===== src/design/tif_pkg.sv =====
`default_nettype none

package tif_pkg;

    // Telnet command codes (RFC 854)
    localparam logic [7:0] CODE_IAC  = 8'd255;
    localparam logic [7:0] CODE_DONT = 8'd254;
    localparam logic [7:0] CODE_DO   = 8'd253;
    localparam logic [7:0] CODE_WONT = 8'd252;
    localparam logic [7:0] CODE_WILL = 8'd251;
    localparam logic [7:0] CODE_SB   = 8'd250;

    // Option codes that are accepted; ECHO only after WILL, not after DO
    localparam logic [7:0] OPT_BINARY = 8'd0;
    localparam logic [7:0] OPT_ECHO   = 8'd1;
    localparam logic [7:0] OPT_SGA    = 8'd3;

    // Escape parser state, one-hot
    typedef enum logic [6:0] {
        ST_IDLE = 7'b000_0001,
        ST_IAC  = 7'b000_0010,
        ST_DONT = 7'b000_0100,
        ST_DO   = 7'b000_1000,
        ST_WONT = 7'b001_0000,
        ST_WILL = 7'b010_0000,
        ST_SB   = 7'b100_0000
    } t_state;

    // Result kind
    typedef enum logic [1:0] {
        KIND_NONE = 2'd0,
        KIND_DATA = 2'd1,
        KIND_WONT = 2'd2,
        KIND_DONT = 2'd3
    } t_kind;

    // One filtered result
    typedef struct packed {
        t_kind      kind;
        logic [7:0] value;
    } t_result;

endpackage

`default_nettype wire


===== src/design/tif_fsm.sv =====
`default_nettype none

// Escape parser: state register plus the per-byte decode.
module tif_fsm (
    input  wire logic             i_clk,
    input  wire logic             i_rst_n,
    input  wire logic             i_advance,  // byte moves on to the result register
    input  wire logic [7:0]       i_byte,
    output tif_pkg::t_result      o_result
);

    tif_pkg::t_state  r_state;
    tif_pkg::t_state  n_state;
    tif_pkg::t_result w_res;

    // Decode one byte against the current escape state
    always_comb begin
        n_state      = r_state;
        w_res.kind   = tif_pkg::KIND_NONE;
        w_res.value  = 8'd0;
        case (r_state)
            tif_pkg::ST_IAC: begin
                if (i_byte == tif_pkg::CODE_IAC) begin
                    w_res.kind  = tif_pkg::KIND_DATA;
                    w_res.value = i_byte;
                    n_state     = tif_pkg::ST_IDLE;
                end else if (i_byte == tif_pkg::CODE_DONT) begin
                    n_state = tif_pkg::ST_DONT;
                end else if (i_byte == tif_pkg::CODE_DO) begin
                    n_state = tif_pkg::ST_DO;
                end else if (i_byte == tif_pkg::CODE_WONT) begin
                    n_state = tif_pkg::ST_WONT;
                end else if (i_byte == tif_pkg::CODE_WILL) begin
                    n_state = tif_pkg::ST_WILL;
                end else if (i_byte == tif_pkg::CODE_SB) begin
                    n_state = tif_pkg::ST_SB;
                end else begin
                    n_state = tif_pkg::ST_IDLE;
                end
            end
            tif_pkg::ST_DONT, tif_pkg::ST_WONT: begin
                n_state = tif_pkg::ST_IDLE;
            end
            tif_pkg::ST_DO: begin
                // refuse every option but BINARY and SGA
                if (i_byte != tif_pkg::OPT_BINARY && i_byte != tif_pkg::OPT_SGA) begin
                    w_res.kind  = tif_pkg::KIND_WONT;
                    w_res.value = i_byte;
                end
                n_state = tif_pkg::ST_IDLE;
            end
            tif_pkg::ST_WILL: begin
                // refuse every option but BINARY, ECHO and SGA
                if (i_byte != tif_pkg::OPT_BINARY && i_byte != tif_pkg::OPT_ECHO &&
                    i_byte != tif_pkg::OPT_SGA) begin
                    w_res.kind  = tif_pkg::KIND_DONT;
                    w_res.value = i_byte;
                end
                n_state = tif_pkg::ST_IDLE;
            end
            tif_pkg::ST_SB: begin
                // skip subnegotiation up to the next IAC
                if (i_byte == tif_pkg::CODE_IAC) begin
                    n_state = tif_pkg::ST_IAC;
                end
            end
            default: begin
                if (i_byte == tif_pkg::CODE_IAC) begin
                    n_state = tif_pkg::ST_IAC;
                end else begin
                    w_res.kind  = tif_pkg::KIND_DATA;
                    w_res.value = i_byte;
                    n_state     = tif_pkg::ST_IDLE;
                end
            end
        endcase
    end

    // State moves only when the byte is consumed
    always_ff @(posedge i_clk) begin
        if (!i_rst_n) begin
            r_state <= tif_pkg::ST_IDLE;
        end else if (i_advance) begin
            r_state <= n_state;
        end
    end

    assign o_result = w_res;

endmodule

`default_nettype wire


===== src/design/telnet_iac_filter.sv =====
// Receive-side telnet IAC filter, one result transfer per input transfer.
// The result is registered: a byte passes the input register, the combinational
// escape decode and the result register before o_m_tvalid rises.
// Throughput: one byte per cycle unless i_m_tready stalls the result stream.
// Reset: synchronous active-low i_rst_n empties both registers and returns
// the escape parser to idle.
`default_nettype none

module telnet_iac_filter (
    input  wire logic       i_clk,
    input  wire logic       i_rst_n,
    // input stream
    input  wire logic       i_s_tvalid,
    output logic            o_s_tready,
    input  wire logic [7:0] i_s_tdata,   // [7:0] rx_byte
    input  wire logic       i_s_tlast,   // chunk_end
    // result stream
    output logic            o_m_tvalid,
    input  wire logic       i_m_tready,
    output logic [7:0]      o_m_tdata,   // [7:0] value
    output logic [1:0]      o_m_tuser,   // [1:0] kind
    output logic            o_m_tlast    // chunk_last
);

    logic             r_in_valid;
    logic [7:0]       r_in_byte;
    logic             r_in_last;
    logic             r_out_valid;
    tif_pkg::t_result r_out_res;
    logic             r_out_last;

    logic             w_out_free;
    logic             w_advance;
    tif_pkg::t_result w_res;

    // Pipeline flow control
    assign w_out_free = !r_out_valid || i_m_tready;
    assign w_advance  = r_in_valid && w_out_free;
    assign o_s_tready = !r_in_valid || w_advance;

    // Input register
    always_ff @(posedge i_clk) begin
        if (!i_rst_n) begin
            r_in_valid <= 1'b0;
        end else if (o_s_tready) begin
            r_in_valid <= i_s_tvalid;
        end
    end

    always_ff @(posedge i_clk) begin
        if (o_s_tready && i_s_tvalid) begin
            r_in_byte <= i_s_tdata;
            r_in_last <= i_s_tlast;
        end
    end

    tif_fsm u_fsm (
        .i_clk     (i_clk),
        .i_rst_n   (i_rst_n),
        .i_advance (w_advance),
        .i_byte    (r_in_byte),
        .o_result  (w_res)
    );

    // Result register
    always_ff @(posedge i_clk) begin
        if (!i_rst_n) begin
            r_out_valid <= 1'b0;
        end else if (w_out_free) begin
            r_out_valid <= r_in_valid;
        end
    end

    always_ff @(posedge i_clk) begin
        if (w_advance) begin
            r_out_res  <= w_res;
            r_out_last <= r_in_last;
        end
    end

    assign o_m_tvalid = r_out_valid;
    assign o_m_tdata  = r_out_res.value;
    assign o_m_tuser  = r_out_res.kind;
    assign o_m_tlast  = r_out_last;

endmodule

`default_nettype wire

===== config.mk =====
export PLATFORM = sky130hd
export DESIGN_NAME = telnet_iac_filter
export DESIGN_NICKNAME = d
export VERILOG_FILES = /design/src/design/tif_pkg.sv /design/src/design/tif_fsm.sv /design/src/design/telnet_iac_filter.sv
export SDC_FILE = /design/constraint.sdc
export NUM_CORES = 1
export LEC_CHECK = 0
export ABC_AREA = 1
export BUFFER_PORTS_ARGS = -buffer_cell sky130_fd_sc_hd__buf_2
export CAP_MARGIN = 10
export CORE_MARGIN = 8
export CORE_UTILIZATION = 35
export DETAILED_ROUTE_END_ITERATION = 16
export PLACE_DENSITY = 0.62
export REMOVE_ABC_BUFFERS = 1
export SYNTH_ARGS = -nofsm -noshare
export SYNTH_HDL_FRONTEND = slang
export SYNTH_SLANG_ARGS = --single-unit

===== constraint.sdc =====
create_clock -name i_clk -period 1.5 [get_ports i_clk]
set_input_delay 0.075 -clock i_clk [delete_from_list [all_inputs] [get_ports i_clk]]
set_output_delay 0.075 -clock i_clk [all_outputs]
set_load 0.05 [all_outputs]

# After elaboration in Yosys (flattened, before gate mapping)
# Index checks and enable logic that the tools add are counted.
[classes]
add_sub_neg = 0
n_mul = 0
div = 0
n_lt_le_gt_ge = 0
n_eq_ne = 15
shifts = 0
muxes = 14
bitwise = 0
reduce_logical = 13
[ops]
columns = ["op", "count"]
rows = [
  ["$mux W7", 7],
  ["$eq A8 B8 Y1 const B", 6],
  ["$pmux W10 S4", 1],
  ["$pmux W7 S3", 1],
  ["$mux W10", 2],
  ["$mux W9", 2],
  ["$ne A8 B1 Y1 const B", 1],
  ["$ne A8 B2 Y1 const B", 1],
  ["$reduce_bool A8 Y1", 1],
  ["$eq A7 B2 Y1 const B", 1],
  ["$eq A7 B3 Y1 const B", 1],
  ["$eq A7 B4 Y1 const B", 1],
  ["$eq A7 B5 Y1 const B", 1],
  ["$eq A7 B6 Y1 const B", 1],
  ["$eq A7 B7 Y1 const B", 1],
  ["$logic_and A1 B1 Y1", 5],
  ["$reduce_or A4 Y1", 1],
  ["$reduce_or A3 Y1", 1],
  ["$logic_not A1 Y1", 2],
  ["$logic_or A1 B1 Y1", 2],
  ["$mux W2", 1],
  ["$ne A2 B1 Y1 const B", 1],
  ["$reduce_and A2 Y1", 1],
]
[totals]
register_bits = 29
latchBits = 0
mem_bits_rw = 0
romBits = 0
in_bits = 13
wordCells = 50
mem_count = 0

# Longest topological paths before layout
# Gate-level depths: netlist (run 1).
[logic_depth]
ltp_word = 8
mapped_depth = 10
mapped_depth_nobuf = 10

# Modules after synthesis
# A second synthesis (run 1) with hierarchy kept.
[unflattened]
hier_cells = 184
area_unflattened_um2 = 1497.7
[by_module_without_submodules]
columns = ["module", "n_inst", "cells_per_inst", "area_per_inst_um2"]
rows = [
  ["tif_fsm", 1, 151, 802.0],
  ["telnet_iac_filter", 1, 33, 695.7],
]

# Worst setup path before layout (run 1)
# Ideal clock, no wire load.
[synth_path]
path_type = "register to register"
from = "register r_out_valid, in the netlist o_m_tvalid"
to = "register r_in_byte[0], enable pin"
setup_time_ns = 0.280
arrival_time_ns = 1.562
path_slack_ns = -0.341
path_stages_with_launch = 4
cell_sequence = "dfxtp_1 > nand3_1 > nand2_1 > inv_1"
[synth_via]
elab_chain_cells = 5
[synth_lines]
columns = ["item", "line_no", "rtl"]
rows = [
  ["start, declared", "telnet_iac_filter.sv:28", "logic r_out_valid;"],
  ["start signal, assigned", "telnet_iac_filter.sv:70", "r_out_valid <= r_in_valid;"],
  ["$logic_not A1 Y1", "telnet_iac_filter.sv:37", "assign w_out_free = !r_out_valid || i_m_tready;"],
  ["$logic_or A1 B1 Y1", "telnet_iac_filter.sv:37", ""],
  ["$logic_and A1 B1 Y1", "telnet_iac_filter.sv:38", "assign w_advance = r_in_valid && w_out_free;"],
  ["$logic_or A1 B1 Y1", "telnet_iac_filter.sv:39", "assign o_s_tready = !r_in_valid || w_advance;"],
  ["net o_s_tready", "telnet_iac_filter.sv:14", "output logic o_s_tready,"],
  ["$logic_and A1 B1 Y1", "telnet_iac_filter.sv:51", "if (o_s_tready && i_s_tvalid) begin"],
  ["end signal, assigned", "telnet_iac_filter.sv:52", "r_in_byte <= i_s_tdata;"],
  ["end, declared", "telnet_iac_filter.sv:26", "logic [7:0] r_in_byte;"],
]
# The timed path passes the listed nets, and every way through them passes these cells.
# A chain may end at the register's enable or synchronous reset.

==> flow_summary_export.csv, run 1 <==
group,metric,value,unit
finish,multi_input_area,663,um^2
power,power_density,1010,mW/mm^2
worst_setup_path,arrival,1460,ps
die,rows,24,
sta,grt_setup_unrepaired,"yes",
synthesis,ys.warnings.count,0,
power,vdd_drop_max,0.539,mV
synthesis,synth.distinct_cells,26,
sta,setup-tns-final,0,ps
global_route,grt_use_total,10.2,%
detailed_routing,drc,0,
finish,layout-drive-gt1-share,36.1,%
sta,period_needed,1430,ps
clock_network,cts_tree,"built",
synthesis,seq_area_frac_synth,51.9,%
global_route,grt_max_degree,12,
placed_design,pre_cts_ws,-62.9,ps
hold_path,holdPathStages,3,
power,finalPower,0.00203,W
finish,nets,239,
sta,fin_crit_sh,95.7,%
finish,ff_latch_area,785,um^2
finish,final_util,47.7,%
die,initial_core_util,35.5,%
detailed_routing,wl,3230,um
worst_setup_path,critPathRequiredTime,1520,ps
sta,timing.final.ws_setup,65.2,ps
worst_setup_path,cp-end-kind,"flop",
outcome,status,"complete, no violations",
global_route,antenna_found_initial,0,
power,power.leakage,0.942,nW
synthesis,synth_area_leaders,"edfxtp_1, dfxtp_1, nand2_1",
synthesis,synthArstFlopShare,0,%
worst_setup_path,rrSetupSlack,70,ps
clock_network,root_buffer,"clkbuf_8",
detailed_routing,first_pass_iters,4,
synthesis,synth_seq_cells,29,
worst_setup_path,crit_path_cell_trace,"nor2_1 -> nand4_1 -> o21ai_2 -> nand2_2 -> nand2_1 -> nand3_1",
clock_network,cts.sinks,29,
synthesis,syn_inst,172,
sta,skew,8.48,ps
placed_design,io_buffers,25,
worst_setup_path,r2r_cells,6,
sta,hold_viol_final,0,
detailed_routing,via_per_inst,4.54,
worst_setup_path,max_stage_delay,430,ps
synthesis,synth_edf_count,20,
hold_path,worstHoldPathType,"in2reg",
die,ios,26,
finish,syn2layout_area_growth,34.4,%
placed_design,place.gp.congestion,0.867,
die,dieArea,0.00665,mm^2
global_route,gr-total-overflow,0,
clock_network,numCtsBuffers,5,
worst_setup_path,slowest_stage,"edfxtp_1",
synthesis,dominantRegCellSynth,"edfxtp_1",
clock_network,clockBufferDepth,2,
synthesis,avgSynthCellArea,8.74,um^2
global_route,grt_pass1_wl,5200,um
synthesis,synth_area,0.00150,mm^2
sta,slew_viol_final,0,
die,design.core.area,0.00423,mm^2
die,fp.dieH,81.6,um
finish,fillCellCount,405,
die,die_x,81.6,um
clock_network,path_clk_slew,60,ps
worst_setup_path,critPathLaunchType,"flop",
detailed_routing,wire_per_inst,11.6,um
placed_design,dp_hpwl,2380,um
sta,slew_headroom,78.5,%
sta,setup-violations-final,0,
clock_network,clkLatencyLatePin,280,ps
detailed_routing,drtIter0Drc,79,
synthesis,yosys.area.top_type,"edfxtp_1",
sta,tightest_slew,322,ps
global_route,grt_pass1_vias,1159,
run,maxCapViolations,0,
synthesis,synth_top_area_share,39.9,%
sta,hold_slack,78.2,ps
sta,max_freq,697,MHz
detailed_routing,vias,1268,
detailed_routing,ant_nets,0,
worst_setup_path,critPathKind,"reg2reg",
worst_setup_path,worstPathMaxFanout,6,
finish,diodes,0,
clock_network,htreeDepth,2,
==> placed cells by master, fill, tap and decap left out, drive strengths merged <==
master,instances
o21a,1
a21oi,9
nor3,3
dlygate4sd3,9
nand4,1
o211ai,1
dfxtp,9
clkbuf,6
edfxtp,20
nand3,17
inv,21
o21ai,7
bufinv,1
nand3b,1
nor2,32
buf,38
nand2,49
clkinv,2
==> kinds of logic after synthesis <==
logic type	share of synthesized area [%]
and+or+nand+nor	35.5
DFF	51.9
buffers and inverters	5.74
AOI/OAI and AO/OA	6.82
==> Yosys cell counts, types with 3 or more instances <==
master	instances
a21oi_1	7
dfxtp_1	9
edfxtp_1	20
inv_1	14
inv_2	6
nand2_1	42
nand2_2	3
nand2_4	4
nand3_1	12
nand3_2	4
nor2_1	26
nor2_2	3
nor2_4	3
o21ai_1	5
==> power by group <==
group,switching (W),internal (W),total [W]
combinational,0.000203,0.000113,0.000316
clock,0.000289,0.000489,0.000778
sequential,0.0000303,0.000910,0.000941
==> state kept, by name, summed over array words and instances (netlist names) <==
| name | cells |
|---|---|
| r_in_valid | 1 |
| r_in_last | 1 |
| u_fsm.r_state | 7 |
| o_m_tvalid | 1 |
| o_m_tlast | 1 |
| o_m_tdata | 8 |
| r_in_byte | 8 |
| o_m_tuser | 2 |
==> final timing paths <==
check | startpoint | to
setup / recovery | r_in_byte[6] | o_m_tdata[3]
hold / removal | i_s_tvalid | r_in_valid
setup reg to reg | r_in_byte[6] | o_m_tdata[3]
hold reg to reg | r_in_last | o_m_tlast
==> worst max-delay path: cells and delay by family (launching register included) <==
family             cells  cell delay, ps
DFF                    1             430
AOI/OAI and AO/OA      1             200
and+or+nand+nor        5             540
==> cell type report <==
type	instances	share of cell area [%]
Clock buffer	6	3.59
Inverter	22	4.40
Timing Repair Buffer	47	15.5
Tap cell	52	3.22
Multi-Input combinational cell	121	32.8
Clock inverter	2	1.67
Sequential cell	29	38.8
==> what timing repair did <==
item,4_1_cts,5_1_grt
setup buffers,1,5
endpoints found under the hold margin,9,0
resized for setup,1,11
pin swaps,0,6
endpoints found under the setup margin,6,13
hold buffers,9,0
==> per-layer routing <==
layer	global-route usage, %	vias to the layer above	share of wire [%]
met5	0	-	0
met4	4.82	0	1.6
met3	4.05	4	7.1
met2	15.1	29	47
met1	12.7	565	45
li1	-	670	-
==> stage by stage <==
| stage | instances | cell area [um^2] |
|---|---|---|
| 2_1_floorplan | 172 | 1500 |
| 4_1_cts | 274 | 1950 |
| 5_1_grt | 279 | 2020 |
| 6_report | 279 | 2020 |
| 3_3_place_gp | 256 | 1750 |
| 3_5_place_dp | 256 | 1750 |
Power figures use the tool's default switching activity.
==> inputs of run 2 (changes only) <==
Settings changed: CTS_BUF_LIST from default to sky130_fd_sc_hd__clkbuf_4 sky130_fd_sc_hd__clkbuf_8.
==> run 2 against run 1 <==
Effect of this change:
- utilization is 0.089 points higher
- final cell count stayed put
- worst hold slack worse by 3.1 ps
- worst setup slack worse by 16 ps
- first-iteration DRC count is 29% higher
- critical path depth stayed put
- die area stayed put
- cell area is 0.19% higher
- clock skew is 0.82 ps higher
- clock-buffer cell count stayed put
- critical endpoint unchanged
- largest cell class unchanged
- largest power group unchanged
==> flow_summary_export.csv, run 2 (same netlist as run 1, synthesis figures left out) <==
group,metric,value,unit
power,finalPower,0.00206,W
finish,diodes,0,
worst_setup_path,critPathKind,"reg2reg",
hold_path,holdPathStages,3,
power,power_density,1020,mW/mm^2
clock_network,clkLatencyLatePin,280,ps
worst_setup_path,crit_path_cell_trace,"nor2_2 -> nand4_1 -> o21ai_2 -> nand2_2 -> nand2_1 -> nand3_1",
worst_setup_path,worstPathMaxFanout,6,
detailed_routing,drtIter0Drc,102,
detailed_routing,vias,1275,
worst_setup_path,arrival,1480,ps
sta,skew,9.30,ps
hold_path,whs_endpoint,"r_in_valid",
run,maxCapViolations,0,
sta,hold_viol_final,0,
worst_setup_path,r2r_cells,6,
detailed_routing,ant_nets,0,
sta,fin_crit_sh,96.7,%
die,design.core.area,0.00423,mm^2
detailed_routing,wl,3260,um
worst_setup_path,cp-end-kind,"flop",
finish,final_cell_count_no_fill,279,
die,rows,24,
global_route,grt_use_total,10.2,%
worst_setup_path,worstReg2RegEnd,"o_m_tdata[3]",
hold_path,hold_path.startpoint,"i_s_tvalid",
finish,syn2layout_area_growth,34.6,%
clock_network,path_clk_slew,60,ps
finish,multi_input_area,663,um^2
die,dieArea,0.00665,mm^2
sta,timing.final.ws_setup,49.1,ps
sta,setup-tns-final,0,ps
placed_design,dp_cells,256,
worst_setup_path,critPathLaunchType,"flop",
clock_network,clockBufferDepth,2,
placed_design,place.gp.congestion,0.867,
global_route,grt_max_degree,12,
worst_setup_path,critPathRequiredTime,1520,ps
placed_design,dp_hpwl,2380,um
sta,max_freq,689,MHz
finish,mostFrequentLayoutCells,"nand2_1, buf_2, nor2_1",
global_route,grt_pass1_vias,1165,
finish,layout-drive-gt1-share,36.6,%
placed_design,place_area,0.00175,mm^2
detailed_routing,wire_per_inst,11.7,um
placed_design,io_buffers,25,
detailed_routing,first_pass_iters,4,
finish,fin_area,0.00202,mm^2
finish,ff_latch_area,785,um^2
global_route,gr-total-overflow,0,
detailed_routing,drc,0,
hold_path,worstHoldPathType,"in2reg",
finish,fillCellCount,406,
die,fp.dieH,81.6,um
sta,slew_headroom,78.6,%
die,initial_core_util,35.5,%
clock_network,root_buffer,"clkbuf_8",
sta,period_needed,1450,ps
sta,grt_setup_unrepaired,"yes",
sta,slew_viol_final,0,
clock_network,cts_tree,"built",
clock_network,numCtsBuffers,5,
worst_setup_path,slowest_stage,"edfxtp_1",
clock_network,cts.sinks,29,
outcome,status,"complete, no violations",
power,power.leakage,0.945,nW
worst_setup_path,r2r_start,"r_in_byte[4]",
power,vdd_drop_max,0.539,mV
finish,layout.cells.most_common,"nand2_1",
global_route,antenna_found_initial,0,
die,ios,26,
sta,setup-violations-final,0,
die,die_x,81.6,um
detailed_routing,via_per_inst,4.57,
worst_setup_path,rrSetupSlack,50,ps
global_route,grt_pass1_wl,5220,um
finish,nets,239,
worst_setup_path,max_stage_delay,440,ps
placed_design,pre_cts_ws,-62.9,ps
clock_network,htreeDepth,2,
sta,tightest_slew,321,ps
[run 2: critical path, delay by kind of cell, from the launching register on]
| family | cells | cell delay [ps] |
|---|---|---|
| AOI/OAI and AO/OA | 1 | 200 |
| and+or+nand+nor | 5 | 540 |
| DFF | 1 | 440 |
[run 2: through the flow]
step / util [%] / hold WS [ps]
after detailed placement: 41.3 / 253
after global routing: 47.8 / 85.2
after global placement: 41.3 / 251
final: 47.8 / 75.2
after CTS: 46.2 / 74.7
after floorplan: - / 174
[run 2: worst max path at each step]
stage                 startpoint           end  slack (ps)
floorplan             o_m_tvalid  r_in_byte[0]        -340
global placement    r_in_byte[0]  o_m_tdata[4]         -20
detailed placement  r_in_byte[0]  o_m_tdata[3]         -60
CTS                 r_in_byte[5]  o_m_tdata[3]          20
global route        r_in_byte[6]  o_m_tdata[3]         -60
finish              r_in_byte[4]  o_m_tdata[3]          50
[run 2: timing repair]
action	4_1_cts	5_1_grt
pin swaps	0	6
gates resized for setup	1	11
buffers inserted	1	5
hold buffers	9	0
hold endpoints to repair	9	0
endpoints found under the setup margin	6	13
[run 2: final cells by class]
type,count,share of cell area (%)
clock inverter,2,1.67
inverter,22,4.39
timing repair buffer,47,15.5
clock buffer,6,3.77
sequential,29,38.8
multi-input combinational,121,32.8
tap,52,3.21
[run 2: routing by layer]
| metal | GRT usage (%) | part of all wire (%) |
|---|---|---|
| met1 | 12.7 | 45 |
| met5 | 0 | 0 |
| met3 | 4.05 | 7.1 |
| met2 | 15.3 | 48 |
| met4 | 4.82 | 0.58 |
[run 2: where the power goes]
group / leakage (nW) / internal [W] / switching (W)
Combinational: 0.623 / 0.000112 / 0.000204
Sequential: 0.266 / 0.000910 / 0.0000301
Clock: 0.0563 / 0.000507 / 0.000296
Total: 0.945 / 0.00153 / 0.000530
==> inputs of run 3 (changes only) <==
--- a/config.mk
+++ b/config.mk
@@ -15,4 +15,5 @@
 export PLACE_DENSITY = 0.62
 export REMOVE_ABC_BUFFERS = 1
+export SKIP_LAST_GASP = 1
 export SYNTH_ARGS = -nofsm -noshare
 export SYNTH_HDL_FRONTEND = slang
==> constraint.sdc (replaced) <==
create_clock -name i_clk -period 1.5 [get_ports i_clk]
set_input_delay 0.225 -clock i_clk [delete_from_list [all_inputs] [get_ports i_clk]]
set_output_delay 0.225 -clock i_clk [all_outputs]
set_load 0.05 [all_outputs]
==> run 3 against run 2 <==
Effect of this change:
- combinational power shrank 6.3%
- routed wire length shrank 2.9%
- final cell count shrank 3.2%
- first-iteration DRC count shrank 4.9%
- largest power group unchanged
- highest routed layer unchanged
==> flow_summary_export.csv, run 3 (same netlist as run 1, synthesis figures left out) <==
group,metric,value,unit
sta,slew_viol_final,0,
die,design.core.area,0.00423,mm^2
power,power.leakage,0.902,nW
placed_design,place.gp.congestion,0.867,
finish,diodes,0,
sta,max_freq,687,MHz
worst_setup_path,cp-end-kind,"flop",
clock_network,cts_tree,"built",
worst_setup_path,arrival,1480,ps
sta,slew_headroom,78.7,%
detailed_routing,ant_nets,0,
global_route,grt_use_total,10.1,%
outcome,status,"complete, no violations",
clock_network,cts_hold_buf,0,
finish,syn2layout_area_growth,28.1,%
detailed_routing,first_pass_iters,4,
run,maxCapViolations,0,
sta,period_needed,1460,ps
detailed_routing,drc,0,
worst_setup_path,critPathRequiredTime,1520,ps
sta,skew,9.25,ps
clock_network,path_clk_slew,60,ps
detailed_routing,wire_per_inst,11.7,um
worst_setup_path,critPathLaunchType,"flop",
clock_network,htreeDepth,2,
placed_design,dp_hpwl,2380,um
worst_setup_path,critPathKind,"reg2reg",
global_route,grt_pass1_vias,1131,
worst_setup_path,worstPathMaxFanout,6,
finish,fillCellCount,420,
clock_network,clkLatencyLatePin,280,ps
detailed_routing,drtIter0Drc,97,
clock_network,cts.sinks,29,
detailed_routing,vias,1259,
finish,ff_latch_area,782,um^2
sta,grt_setup_unrepaired,"yes",
finish,mostFrequentLayoutCells,"nand2_1, buf_2, nor2_1",
placed_design,pre_cts_ws,-62.9,ps
die,die_x,81.6,um
finish,multi_input_area,658,um^2
detailed_routing,via_per_inst,4.66,
power,power_density,1060,mW/mm^2
placed_design,place_area,0.00175,mm^2
global_route,antenna_found_initial,0,
clock_network,clockBufferDepth,2,
die,fp.dieH,81.6,um
die,initial_core_util,35.5,%
power,vdd_drop_max,0.539,mV
sta,fin_crit_sh,97.0,%
finish,fin_area,0.00193,mm^2
clock_network,root_buffer,"clkbuf_8",
sta,tightest_slew,319,ps
detailed_routing,wl,3160,um
global_route,gr-total-overflow,0,
sta,setup-violations-final,0,
placed_design,io_buffers,25,
die,dieArea,0.00665,mm^2
global_route,grt_max_degree,12,
global_route,grt_pass1_wl,5130,um
hold_path,worstHoldPathType,"in2reg",
clock_network,numCtsBuffers,5,
finish,layout.cells.most_common,"nand2_1",
finish,nets,230,
finish,layout-drive-gt1-share,37.2,%
sta,timing.final.ws_setup,44.7,ps
die,rows,24,
sta,hold_viol_final,0,
die,ios,26,
## run 3: cell types whose count changed in the layout (fill, tap and decap cells not counted)
cell           before  now
nand2_4             5    4
dlygate4sd3_1       9    0
dfxtp_2             3    1
dfxtp_1             6    8
nand2_2             3    4
## run 3: what timing repair did
item / CTS / global route
setup buffers: 1 / 5
gates resized for setup: 1 / 8
endpoints found under the setup margin: 6 / 13
endpoints found under the hold margin: 0 / 0
pin swaps: 0 / 6
## run 3: area by class of cell
| type | instances | area share, % |
|---|---|---|
| Sequential cell | 29 | 40.6 |
| Multi-Input combinational cell | 121 | 34.2 |
| Timing Repair Buffer | 38 | 11.6 |
| Inverter | 22 | 4.61 |
| Clock buffer | 6 | 3.96 |
| Tap cell | 52 | 3.38 |
| Clock inverter | 2 | 1.75 |
## run 3: per-stage QoR
stage / util, % / hold WS [ps] / instances / power (W) / TNS (ps)
after CTS: 44.1 / 111 / 265 / 0.00204 / 0
after global routing: 45.5 / 101 / 270 / 0.00213 / -229
after floorplan: - / 324 / 172 / 0.00115 / -3290
after detailed placement: 41.3 / 403 / 256 / 0.00123 / -249
final: 45.5 / 116 / 270 / 0.00204 / 0
after global placement: 41.3 / 401 / 256 / 0.00123 / -63.7
## run 3: critical path: stages (launching register included)
cell	delay, ps
edfxtp_1	420
nor2_1	130
nand4_1	160
o21ai_2	200
nand2_2	120
nand2_1	80
nand3_1	90
## run 3: where the power goes
| group | leakage (nW) | switching (W) | total (W) | internal [W] |
|---|---|---|---|---|
| Combinational | 0.581 | 0.000200 | 0.000296 | 0.0000966 |
| Clock | 0.0563 | 0.000295 | 0.000802 | 0.000507 |
| Sequential | 0.265 | 0.0000300 | 0.000939 | 0.000909 |
## run 3: per-layer routing
metal	up-vias	share of wire (%)	GRT usage, %
met3	2	8.8	4.05
li1	652	-	-
met1	559	43	12.6
met4	0	0.57	4.82
met2	46	47	14.8
met5	-	0	0
## run 3: final timing paths
check / from / to / slack, ps / depth (start not counted)
max: r_in_byte[6] / o_m_tdata[3] / 40 / 6
min: i_s_tdata[3] / r_in_byte[3] / 120 / 1
max reg2reg: r_in_byte[6] / o_m_tdata[3] / 40 / 6
min reg2reg: r_in_last / o_m_tlast / 420 / 0
